## src/hdl/keyframe_priority_frame_queue_macros.svh

```systemverilog
// ----------------------------------------------------------------------------
// Assertion macros for the key-frame priority frame queue
// Clocked on clk, disabled while arst_n is low.
// ----------------------------------------------------------------------------
`ifndef KEYFRAME_PRIORITY_FRAME_QUEUE_MACROS_SVH
`define KEYFRAME_PRIORITY_FRAME_QUEUE_MACROS_SVH

// same-cycle implication
`define KPFQ_ASSERT_NOW(lbl, ante, cons, msg) \
	lbl: assert property (@(posedge clk) disable iff (!arst_n) (ante) |-> (cons)) \
		else $error(msg);

// next-cycle implication
`define KPFQ_ASSERT_NEXT(lbl, ante, cons, msg) \
	lbl: assert property (@(posedge clk) disable iff (!arst_n) (ante) |=> (cons)) \
		else $error(msg);

`endif

```

## src/hdl/kpfq_pkg.sv

```systemverilog
// ----------------------------------------------------------------------------
// kpfq_pkg
// Shared constants and types for the key-frame priority frame queue.
// ----------------------------------------------------------------------------
`default_nettype none

package kpfq_pkg;

	localparam int DEPTH       = 32;
	localparam int MAX_RESULTS = 32;
	localparam int CNT_W       = $clog2(DEPTH + 1);
	localparam int FLUSH_W     = $clog2(MAX_RESULTS);

	localparam int HANDLE_W = 32;
	localparam int LENGTH_W = 22;
	localparam int NUMBER_W = 32;
	localparam int KIND_W   = 2;
	localparam int STATUS_W = 3;
	localparam int CFG_W    = 6;
	localparam int COUNT_W  = 6;

	localparam logic [KIND_W-1:0] KIND_PUSH  = 2'd0;
	localparam logic [KIND_W-1:0] KIND_POP   = 2'd1;
	localparam logic [KIND_W-1:0] KIND_FLUSH = 2'd2;

	localparam logic [STATUS_W-1:0] ST_PUSH_OK     = 3'd0;
	localparam logic [STATUS_W-1:0] ST_PUSH_REJ    = 3'd1;
	localparam logic [STATUS_W-1:0] ST_POP_OK      = 3'd2;
	localparam logic [STATUS_W-1:0] ST_POP_EMPTY   = 3'd3;
	localparam logic [STATUS_W-1:0] ST_FLUSH_ENTRY = 3'd4;
	localparam logic [STATUS_W-1:0] ST_FLUSH_EMPTY = 3'd5;

	typedef struct packed {
		logic [HANDLE_W-1:0] handle;
		logic [LENGTH_W-1:0] length;
		logic                key;
		logic [NUMBER_W-1:0] number;
	} entry_t;

	// per-cell control from the sequencer
	typedef struct packed {
		logic occ;    // cell lies below the held count
		logic load;   // take the incoming frame
		logic shift;  // take the upper neighbour's entry
	} cell_ctl_t;

endpackage

`default_nettype wire

```

## src/hdl/kpfq_cell.sv

```systemverilog
// ----------------------------------------------------------------------------
// kpfq_cell
// One queue slot: holds an entry, loads a new frame or takes its upper
// neighbour's entry, and extends the newest-non-key search chain.
// ----------------------------------------------------------------------------
`default_nettype none

module kpfq_cell
	import kpfq_pkg::*;
(
	input  wire logic      clk,
	input  wire cell_ctl_t ctl,
	input  wire entry_t    new_entry,
	input  wire entry_t    upper_entry,
	input  wire logic      nk_above,   // occupied non-key entry somewhere above
	output entry_t         entry,
	output logic           nk_here,    // occupied non-key at or above this cell
	output logic           victim      // this cell is the newest non-key entry
);

	entry_t data_q;
	logic   nk_self;

	assign nk_self = ctl.occ & ~data_q.key;
	assign nk_here = nk_self | nk_above;
	assign victim  = nk_self & ~nk_above;
	assign entry   = data_q;

	always_ff @(posedge clk) begin
		if (ctl.load) begin
			data_q <= new_entry;
		end else if (ctl.shift) begin
			data_q <= upper_entry;
		end
	end

endmodule

`default_nettype wire

```

## src/hdl/keyframe_priority_frame_queue.sv

```systemverilog
// ----------------------------------------------------------------------------
// keyframe_priority_frame_queue
// Push, pop: taken on start when idle; executed in the single S_RUN state, then
//   the result is registered and strobed. Busy holds off the next command.
// Flush of n held entries: n results (at most 32; one empty result if n is 0)
//   on consecutive cycles; busy until the last. One-cycle strobes, never stalled.
// Reset (arst_n low, async): queue empty, limit register 0 (full depth).
// ----------------------------------------------------------------------------
`default_nettype none

module keyframe_priority_frame_queue
	import kpfq_pkg::*;
(
	input  wire logic                clk,
	input  wire logic                arst_n,
	// command beat
	input  wire logic                start,
	output logic                     busy,
	input  wire logic [KIND_W-1:0]   kind,
	input  wire logic [HANDLE_W-1:0] frame_handle,
	input  wire logic [LENGTH_W-1:0] frame_length,
	input  wire logic                is_key_frame,
	input  wire logic [NUMBER_W-1:0] frame_number,
	// limit register write
	input  wire logic                cfg_valid,
	output logic                     cfg_ready,
	input  wire logic [CFG_W-1:0]    cfg_data,
	// result beat
	output logic                     strobe,
	output logic [STATUS_W-1:0]      status,
	output logic [HANDLE_W-1:0]      out_handle,
	output logic [LENGTH_W-1:0]      out_length,
	output logic                     out_key_frame,
	output logic [NUMBER_W-1:0]      out_number,
	output logic                     evicted_valid,
	output logic [HANDLE_W-1:0]      evicted_handle,
	output logic [COUNT_W-1:0]       entry_count,
	output logic                     last
);

`include "keyframe_priority_frame_queue_macros.svh"

	// sequencer states
	localparam logic S_IDLE = 1'b0;
	localparam logic S_RUN  = 1'b1;

	logic               state_q;
	logic [CNT_W-1:0]   count_q;
	logic [CFG_W-1:0]   max_entries_q;
	logic [FLUSH_W-1:0] flushed_q;
	logic [KIND_W-1:0]  kind_q;
	entry_t             frame_q;

	// result output register
	logic                strobe_q;
	logic [STATUS_W-1:0] status_q;
	entry_t              out_q;
	logic                ev_valid_q;
	logic [HANDLE_W-1:0] ev_handle_q;
	logic [CNT_W-1:0]    res_count_q;
	logic                last_q;

	// cell row
	cell_ctl_t     cell_ctl  [DEPTH];
	entry_t        cell_data [DEPTH];
	logic [DEPTH:0] nk_chain;
	logic [DEPTH-1:0] victim;

	// execute-cycle decisions
	logic [CNT_W-1:0]    limit;
	logic                take;
	logic                res_strobe;
	logic [STATUS_W-1:0] res_status;
	logic                res_with_entry;
	logic                res_ev_valid;
	logic [HANDLE_W-1:0] res_ev_handle;
	logic                res_last;
	logic [CNT_W-1:0]    cnt_nxt;
	logic                done;
	logic                load_act;
	logic [CNT_W-1:0]    load_pos;
	logic                shift_all;
	logic                shift_evict;
	logic [HANDLE_W-1:0] victim_handle;

	assign busy      = (state_q == S_RUN);
	assign cfg_ready = 1'b1;
	assign take      = start & ~busy;

	// limit of zero, or beyond the built depth, means full depth
	always_comb begin
		if (max_entries_q == '0 || int'(max_entries_q) > DEPTH) begin
			limit = CNT_W'(DEPTH);
		end else begin
			limit = CNT_W'(max_entries_q);
		end
	end

	// eviction target: newest occupied non-key cell, else the head
	always_comb begin
		victim_handle = '0;
		for (int i = 0; i < DEPTH; i++) begin
			victim_handle = victim_handle | ({HANDLE_W{victim[i]}} & cell_data[i].handle);
		end
		if (!nk_chain[0]) begin
			victim_handle = cell_data[0].handle;
		end
	end

	// execute cycle: decide the result and how the row moves
	always_comb begin
		res_strobe     = 1'b0;
		res_status     = ST_PUSH_REJ;
		res_with_entry = 1'b0;
		res_ev_valid   = 1'b0;
		res_ev_handle  = '0;
		res_last       = 1'b1;
		cnt_nxt        = count_q;
		done           = 1'b1;
		load_act       = 1'b0;
		load_pos       = count_q;
		shift_all      = 1'b0;
		shift_evict    = 1'b0;
		if (state_q == S_RUN) begin
			unique case (kind_q)
				KIND_PUSH: begin
					res_strobe = 1'b1;
					if (count_q < limit) begin
						res_status = ST_PUSH_OK;
						load_act   = 1'b1;
						cnt_nxt    = count_q + 1'b1;
					end else if (frame_q.key && count_q != '0) begin
						// drop the victim, close the gap, append on top
						res_status    = ST_PUSH_OK;
						res_ev_valid  = 1'b1;
						res_ev_handle = victim_handle;
						shift_evict   = 1'b1;
						load_act      = 1'b1;
						load_pos      = count_q - 1'b1;
					end else begin
						res_status = ST_PUSH_REJ;
					end
				end
				KIND_POP: begin
					res_strobe = 1'b1;
					if (count_q == '0) begin
						res_status = ST_POP_EMPTY;
					end else begin
						res_status     = ST_POP_OK;
						res_with_entry = 1'b1;
						shift_all      = 1'b1;
						cnt_nxt        = count_q - 1'b1;
					end
				end
				KIND_FLUSH: begin
					res_strobe = 1'b1;
					if (count_q == '0) begin
						res_status = ST_FLUSH_EMPTY;
					end else begin
						res_status     = ST_FLUSH_ENTRY;
						res_with_entry = 1'b1;
						shift_all      = 1'b1;
						cnt_nxt        = count_q - 1'b1;
						res_last       = (count_q == CNT_W'(1)) ||
						                 (flushed_q == FLUSH_W'(MAX_RESULTS - 1));
						done           = res_last;
					end
				end
				default: begin
					res_strobe = 1'b0;
				end
			endcase
		end
	end

	// per-cell control: load beats shift, eviction shifts cells at or above victim
	always_comb begin
		for (int i = 0; i < DEPTH; i++) begin
			cell_ctl[i].occ   = (CNT_W'(i) < count_q);
			cell_ctl[i].load  = load_act && (load_pos == CNT_W'(i));
			cell_ctl[i].shift = shift_all | (shift_evict & ~nk_chain[i+1]);
		end
	end

	assign nk_chain[DEPTH] = 1'b0;

	for (genvar g = 0; g < DEPTH; g++) begin : g_cell
		entry_t upper;
		if (g == DEPTH - 1) begin : g_top
			assign upper = '0;
		end else begin : g_mid
			assign upper = cell_data[g+1];
		end
		kpfq_cell u_cell (
			.clk         (clk),
			.ctl         (cell_ctl[g]),
			.new_entry   (frame_q),
			.upper_entry (upper),
			.nk_above    (nk_chain[g+1]),
			.entry       (cell_data[g]),
			.nk_here     (nk_chain[g]),
			.victim      (victim[g])
		);
	end

	// control state
	always_ff @(posedge clk or negedge arst_n) begin
		if (!arst_n) begin
			state_q       <= S_IDLE;
			count_q       <= '0;
			max_entries_q <= '0;
			flushed_q     <= '0;
			strobe_q      <= 1'b0;
		end else begin
			strobe_q <= res_strobe;
			count_q  <= cnt_nxt;
			if (cfg_valid && cfg_ready) begin
				max_entries_q <= cfg_data;
			end
			unique case (state_q)
				S_IDLE: begin
					flushed_q <= '0;
					// unknown kind is swallowed without a result
					if (take && kind != KIND_PUSH && kind != KIND_POP && kind != KIND_FLUSH) begin
						state_q <= S_IDLE;
					end else if (take) begin
						state_q <= S_RUN;
					end
				end
				S_RUN: begin
					flushed_q <= flushed_q + 1'b1;
					if (done) begin
						state_q <= S_IDLE;
					end
				end
				default: begin
					state_q <= S_IDLE;
				end
			endcase
		end
	end

	// captured command and result payload
	always_ff @(posedge clk) begin
		if (take) begin
			kind_q         <= kind;
			frame_q.handle <= frame_handle;
			frame_q.length <= frame_length;
			frame_q.key    <= is_key_frame;
			frame_q.number <= frame_number;
		end
		status_q    <= res_status;
		out_q       <= res_with_entry ? cell_data[0] : '0;
		ev_valid_q  <= res_ev_valid;
		ev_handle_q <= res_ev_handle;
		res_count_q <= cnt_nxt;
		last_q      <= res_last;
	end

	assign strobe         = strobe_q;
	assign status         = status_q;
	assign out_handle     = out_q.handle;
	assign out_length     = out_q.length;
	assign out_key_frame  = out_q.key;
	assign out_number     = out_q.number;
	assign evicted_valid  = ev_valid_q;
	assign evicted_handle = ev_handle_q;
	assign entry_count    = COUNT_W'(res_count_q);
	assign last           = last_q;

	`KPFQ_ASSERT_NOW(a_count_bound, 1'b1, int'(count_q) <= DEPTH, "held count beyond depth")
	`KPFQ_ASSERT_NOW(a_evict_is_push, strobe_q && ev_valid_q, status_q == ST_PUSH_OK, "eviction on a non-push result")
	`KPFQ_ASSERT_NEXT(a_single_exec, state_q == S_RUN && kind_q != KIND_FLUSH, state_q == S_IDLE, "push or pop ran past one cycle")
	`KPFQ_ASSERT_NOW(a_flush_pending, strobe_q && !last_q, state_q == S_RUN, "intermediate flush beat with sequencer idle")

endmodule

`default_nettype wire
```

## config.mk

```make
export PLATFORM = sky130hd
export DESIGN_NAME = keyframe_priority_frame_queue
export DESIGN_NICKNAME = d
export VERILOG_FILES = /design/src/hdl/kpfq_pkg.sv /design/src/hdl/kpfq_cell.sv /design/src/hdl/keyframe_priority_frame_queue.sv
export VERILOG_INCLUDE_DIRS = /design/src /design/src/hdl
export SDC_FILE = /design/constraint.sdc
export NUM_CORES = 2
export LEC_CHECK = 0
export ABC_AREA = 1
export BUFFER_PORTS_ARGS = -buffer_cell sky130_fd_sc_hd__buf_2
export CORE_UTILIZATION = 40
export CTS_CLUSTER_SIZE = 40
export DETAILED_ROUTE_END_ITERATION = 10
export PLACE_DENSITY = 0.59
export SLEW_MARGIN = 10
export SYNTH_ARGS = -nofsm -noshare
export SYNTH_HDL_FRONTEND = slang
export SYNTH_SLANG_ARGS = --single-unit
```

## constraint.sdc

```tcl
create_clock -name clk -period 20.8 [get_ports clk]
set_input_delay 3.12 -clock clk [delete_from_list [all_inputs] [get_ports clk]]
set_output_delay 3.12 -clock clk [all_outputs]
set_load 0.01 [all_outputs]
```

# Yosys cells after proc, flatten, opt, wreduce, memory -nomap -nowiden
# Index checks and enable logic that the tools add are counted.
# Widths: inputs -> output; s select.
# classes
addsub	3
magnitude_cmp	34
eq_ne	37
n_mux	99
bitwise_logic	287
n_reduce_logical	79
# ops
cell	count
$mux 87	64
$and 32x32->32	32
$or 32x32->32	31
$eq 6x5->1 const B	16
$lt 5x6->1 const A	16
$and 1x1->1	95
$not 1->1	66
$reduce_bool 2->1	33
$or 1x1->1	63
$eq 6x4->1 const B	8
$lt 4x6->1 const A	8
$mux 6	8
$logic_and 1x1->1	36
$mux 32	1
$eq 6x3->1 const B	4
$lt 3x6->1 const A	4
$mux 1	22
$logic_not 6->1	3
$eq 6x1->1 const B	2
$eq 6x2->1 const B	2
$lt 1x6->1 const A	2
$lt 2x6->1 const A	2
$pmux 6 s2	1
$pmux 5 s2	1
18 further kinds	19
# totals
ff_bits	3022
input_bits	99

# Longest topological paths before layout
# depth
depth_word	67
depth_mapped	30
mapped_depth_nobuf	28

# Cells and area by module
# A second synthesis with hierarchy kept.
# hier_totals
cells_unflattened	14162
area_unflattened_um2	135029.5
# by_module_without_submodules
mod	instances	cells_per_inst	area_each_um2	seq_area_each_um2
kpfq_cell	32	374	3752.3	2612.5
keyframe_priority_frame_queue	1	2194	14954.3	5750.5

# Worst setup path before layout
# OpenSTA, ideal clock, no wires.
# synth_path
kind	register to register
from	reg count_q[0]
to	reg g_cell[4].u_cell.data_q (netlist bit g_cell[4].u_cell.entry[0]) (enable)
setup_ns	0.830
arrival_ns	13.143
t_required_ns	19.970
setup_slack_ns	6.827
stages_incl_launch_ff	21
path_buffers	2
cell_sequence	dfrtp_1 > ha_1 > clkbuf_1 > nand4_1 > nand2_1 > nand2_1 > nand4_1 > nor2_2 > nand4_2 > nor2_4 > nand4_2 > nor2_4 > nand4_4 > nor2_4 > nand4_2 > nor2_4 > nand4_4 > nor2_4 > clkbuf_1 > nand2_1 > o311ai_0
# synth_between
elab_chain_len	32
# synth_rtl
item	line_no	text
start: declaration	keyframe_priority_frame_queue.sv:48	logic [CNT_W-1:0] count_q;
start signal: assignment	keyframe_priority_frame_queue.sv:216	count_q <= cnt_nxt;
$lt 5x6->1	keyframe_priority_frame_queue.sv:179	cell_ctl[i].occ = (CNT_W'(i) < count_q);
$and 1x1->1	kpfq_cell.sv:24	assign nk_self = ctl.occ & ~data_q.key;
$or 1x1->1 (26 in a row)	kpfq_cell.sv:25	assign nk_here = nk_self | nk_above;
$not 1->1	keyframe_priority_frame_queue.sv:181	cell_ctl[i].shift = shift_all | (shift_evict & ~nk_chain[i+1]);
$and 1x1->1	keyframe_priority_frame_queue.sv:181	
$or 1x1->1	keyframe_priority_frame_queue.sv:181	
$reduce_bool 2->1 (no line) (*)	--	
end signal: assignment	kpfq_cell.sv:31	data_q <= new_entry;
end signal: assignment	kpfq_cell.sv:33	data_q <= upper_entry;
end: declaration	kpfq_cell.sv:21	entry_t data_q;
# Mark *: on every way between the ends. The rest lies on a longest branch, timed or not.
# A chain may end at the register's enable or synchronous reset.

# Final worst setup path
# layout_path
from	reg count_q[1]
to	reg g_cell[1].u_cell.data_q (netlist bit g_cell[1].u_cell.entry[22]) (enable)
# layout_between
elab_chain_len	35
# layout_rtl
item	line_no
$lt 5x6->1	keyframe_priority_frame_queue.sv:179
$and 1x1->1	kpfq_cell.sv:24
$or 1x1->1 (29 in a row)	kpfq_cell.sv:25
$not 1->1	keyframe_priority_frame_queue.sv:181
$and 1x1->1	keyframe_priority_frame_queue.sv:181
$or 1x1->1	keyframe_priority_frame_queue.sv:181
$reduce_bool 2->1 (no line) (*)	--
end signal: assignment	kpfq_cell.sv:31
end signal: assignment	kpfq_cell.sv:33
end: declaration	kpfq_cell.sv:21
# Marked as above.

==> run summary <==
Post-Synth Simple-Gate Area: 14.79%
Crit path DAT: 8.11 ns
Endpoint type of the worst setup path: register
Largest net degree at the start of global routing: 176
Row cnt: 208
Area leader, netlist: edfxtp_1
TritonCTS clock tree: yes
Final core occ: 44.81%
Synth Area in Adders: 0.1651%
Worst Path Required: 21.27 ns
Asr flop ratio synth: 0.6287%
Cell Pwr Density: 104.5 nW/um^2
Static Leak: 56.56 nW
Yosys reg bits: 3022
# clock sinks: 3022
RR Endpoint: g_cell[1].u_cell.entry[22]
Worst setup SP type: register
Die Area: 324400 sq um
WL/cell: 20.06 microns
Area Growth Syn to Fin: 11.52%
Final period utilization: 36.75%
Slew Limit Fails: 0
Count of input and output buffers: 230
Maxcap violations: 0
Share of layout cells above drive strength 1: 8.041%
Max transition margin: 17.28%
Largest cells by area after synthesis: edfxtp_1, o21ai_0, nand2_1
WHS: 0.4353 ns
Synthesized instance count: 12216
TritonRoute pass-1 iters: 6
Post-synthesis mux area share: 0.02622%
Synth top area share: 66.96%
Endpoint, Worst Hold: out_number[30]
Crit path kind: register to register
Final wirelength: 331600 microns
Setup repair bufs after CTS: 0
Synth Net Count: 12332
Max Root-Sink Buffers: 4
Ys flop type: edfxtp_1
Residual DRC count: 0
Total number of vias: 86502
CTS resizes: 0
Worst-path clk slew: 0.06 ns
HPWL Detailed: 207700 microns
Initial DRC count: 8268
Nets: 12080
Reg2reg path depth: 25
Initial antenna violation count: 26
Die Width: 569.5 microns
Max Fclk: 130.8 MHz
Worst ir drop on vdd: 0.06786 mV
HP Start: g_cell[0].u_cell.entry[30]
Skew-Pair Late Insertion Delay: 0.89 ns
Setup TNS: 0 ns
Die height: 569.5 microns
Netlist cell types: 41
Post-synth EDFFs: 2873
Slew @ Worst Pin: 1.241 ns
Initial Util: 40.18%
Congestion Overflow GR: 0
Worst hold stages: 2
RSZ-0062 raised after global routing: no
Register-to-register path setup slack: 13.16 ns
Critical Path Fanout Max: 52
Post-synthesis cell area: 128800 sq um
Outcome: complete, no violations
Post-Synth XOR/XNOR Area: 0.02719%
Fin Clk Skew: 0.08075 ns
First-pass GRT wire length: 507100 microns
Compound-gate portion of the synthesized area: 10.95%
Worst Hold Class: register to register
Yosys Warn Count: 0
# IOs: 232
Sequential fraction of the synthesis area: 69.35%
Largest family of logic cells by synthesized area: simple AND/OR/NAND/NOR gates
Cts hold-fix bufs: 0
Worst R2R Start: count_q[1]
GRT Overall Usage: 20.16%
DR vias/cell: 5.234
Global placement routability congestion: 0.8712
CTS buffer count: 324
Final hold vios: 0
Syn Area/Cell: 10.55 sq um
Count of final setup violators: 0
Core Footprint: 320600 sq um
Tmin final: 7.644 ns
Antenna Nets Post-Route: 0
Clock Root Buffer: clkbuf_16
H-tree depth: 5
Vias in the first global route: 80457
[layout by cell type (no fill, tap or decap), types with 12 or more instances in the layout]
| cell type | instances |
|---|---|
| edfxtp_1 | 2873 |
| clkbuf_1 | 74 |
| clkbuf_8 | 14 |
| nand4_1 | 207 |
| nor2_1 | 821 |
| nand2_1 | 3306 |
| clkbuf_16 | 334 |
| clkinv_1 | 67 |
| dfrtp_1 | 19 |
| dfxtp_1 | 130 |
| o211ai_1 | 23 |
| inv_1 | 561 |
| buf_2 | 230 |
| nor2_4 | 16 |
| bufinv_16 | 12 |
| o21ai_0 | 2738 |
| nand2_4 | 29 |
| buf_4 | 207 |
| nand3_1 | 344 |
| ha_1 | 17 |
| clkinv_2 | 49 |
[critical path, cell delays in order, from the launching register on]
cell      delay, ns
dfrtp_1        0.53
inv_1          0.31
ha_1           0.33
inv_1          0.13
nand2_1        0.17
nand2_1        0.09
nand3_1        0.10
nand4_1        0.15
nor2_2         0.22
nand4_2        0.15
nor2_4         0.18
nand4_2        0.19
nor2_4         0.28
nand4_4        0.19
nor2_4         0.16
nand4_2        0.15
nor2_4         0.19
nand4_4        0.14
nor2_4         0.12
buf_4          0.42
nand4_2        0.31
nor2_4         0.83
nand2_1        0.26
o211ai_1       0.23
buf_4          0.67
buf_4          0.58
[layer usage]
metal,track usage [%],part of all wire [%],vias to the layer above
li1,-,-,41546
met1,27.99,44,41819
met2,33.29,47,2654
met3,3.040,6.7,463
met4,4.648,2.2,20
met5,0,0.034,-
[logic make-up (layout without fill, tap and decap cells)]
logic type	count (synthesis)	in the layout
compound gates	2799	2799
xor+xnor	4	4
fa+ha+maj	17	17
buf+inv	1595	1591
flops	3022	3022
mux	3	3
other cells	1	10
simple gates	4775	4775
[cell type report]
type                    instances  area (sq um)
fillers                     29672        176900
flip-flops and latches       3022         89350
multi-input cells            7599         33970
clock buffers                 424          8838
well taps                    4305          5386
repair buffers                438          2725
inverters                     579          2181
clock inverters               150          1206
diodes                          9         22.52
[state kept, by name, indices dropped and copies added (netlist names)]
register	count
evicted_handle	32
flushed_q	5
out_length	22
max_entries_q	6
frame_q	87
busy	1
evicted_valid	1
last	1
count_q	6
entry_count	6
out_key_frame	1
out_handle	32
strobe	1
kind_q	2
g_cell.u_cell.entry	2784
out_number	32
status	3
[synthesized netlist by cell type, types with 7 or more instances]
cell	n
edfxtp_1	2873
buf_2	23
a21oi_1	11
nor3_1	15
o211ai_1	23
inv_1	571
buf_1	34
dfxtp_1	130
nand2_1	3337
ha_1	17
inv_2	7
dfrtp_1	19
clkbuf_1	954
nand3_1	356
o21ai_1	11
o21ai_0	2738
nand4_1	207
nor2_1	837
[metrics by stage]
stage,power [mW],worst slack [ns],instance area [sq um],std cells
after floorplan,8.784,6.827,128800,12216
after global placement,9.582,13.31,133600,15943
after detailed placement,9.601,13.22,133600,15943
after CTS,15.13,13.19,143700,16517
after global routing,15.60,12.60,143700,16520
final,15.02,13.16,143700,16526
[worst max path at each step]
stage / cells after the start / endpoint / slack [ns] / start
2_1_floorplan: 20 / g_cell[4].u_cell.entry[0] / 6.83 / count_q[0]
3_3_place_gp: 23 / g_cell[1].u_cell.entry[22] / 13.31 / count_q[2]
3_5_place_dp: 23 / g_cell[1].u_cell.entry[22] / 13.22 / count_q[2]
4_1_cts: 23 / g_cell[1].u_cell.entry[22] / 13.19 / count_q[2]
5_1_grt: 23 / g_cell[1].u_cell.entry[22] / 12.60 / count_q[2]
6_report: 25 / g_cell[1].u_cell.entry[22] / 13.16 / count_q[1]
[report_power, final]
part / switching (mW) / internal (mW)
Sequential: 0.181 / 7.32
Combinational: 1.51 / 0.465
Clock: 2.39 / 3.15
Note: power is estimated with default switching activity, not from simulation.
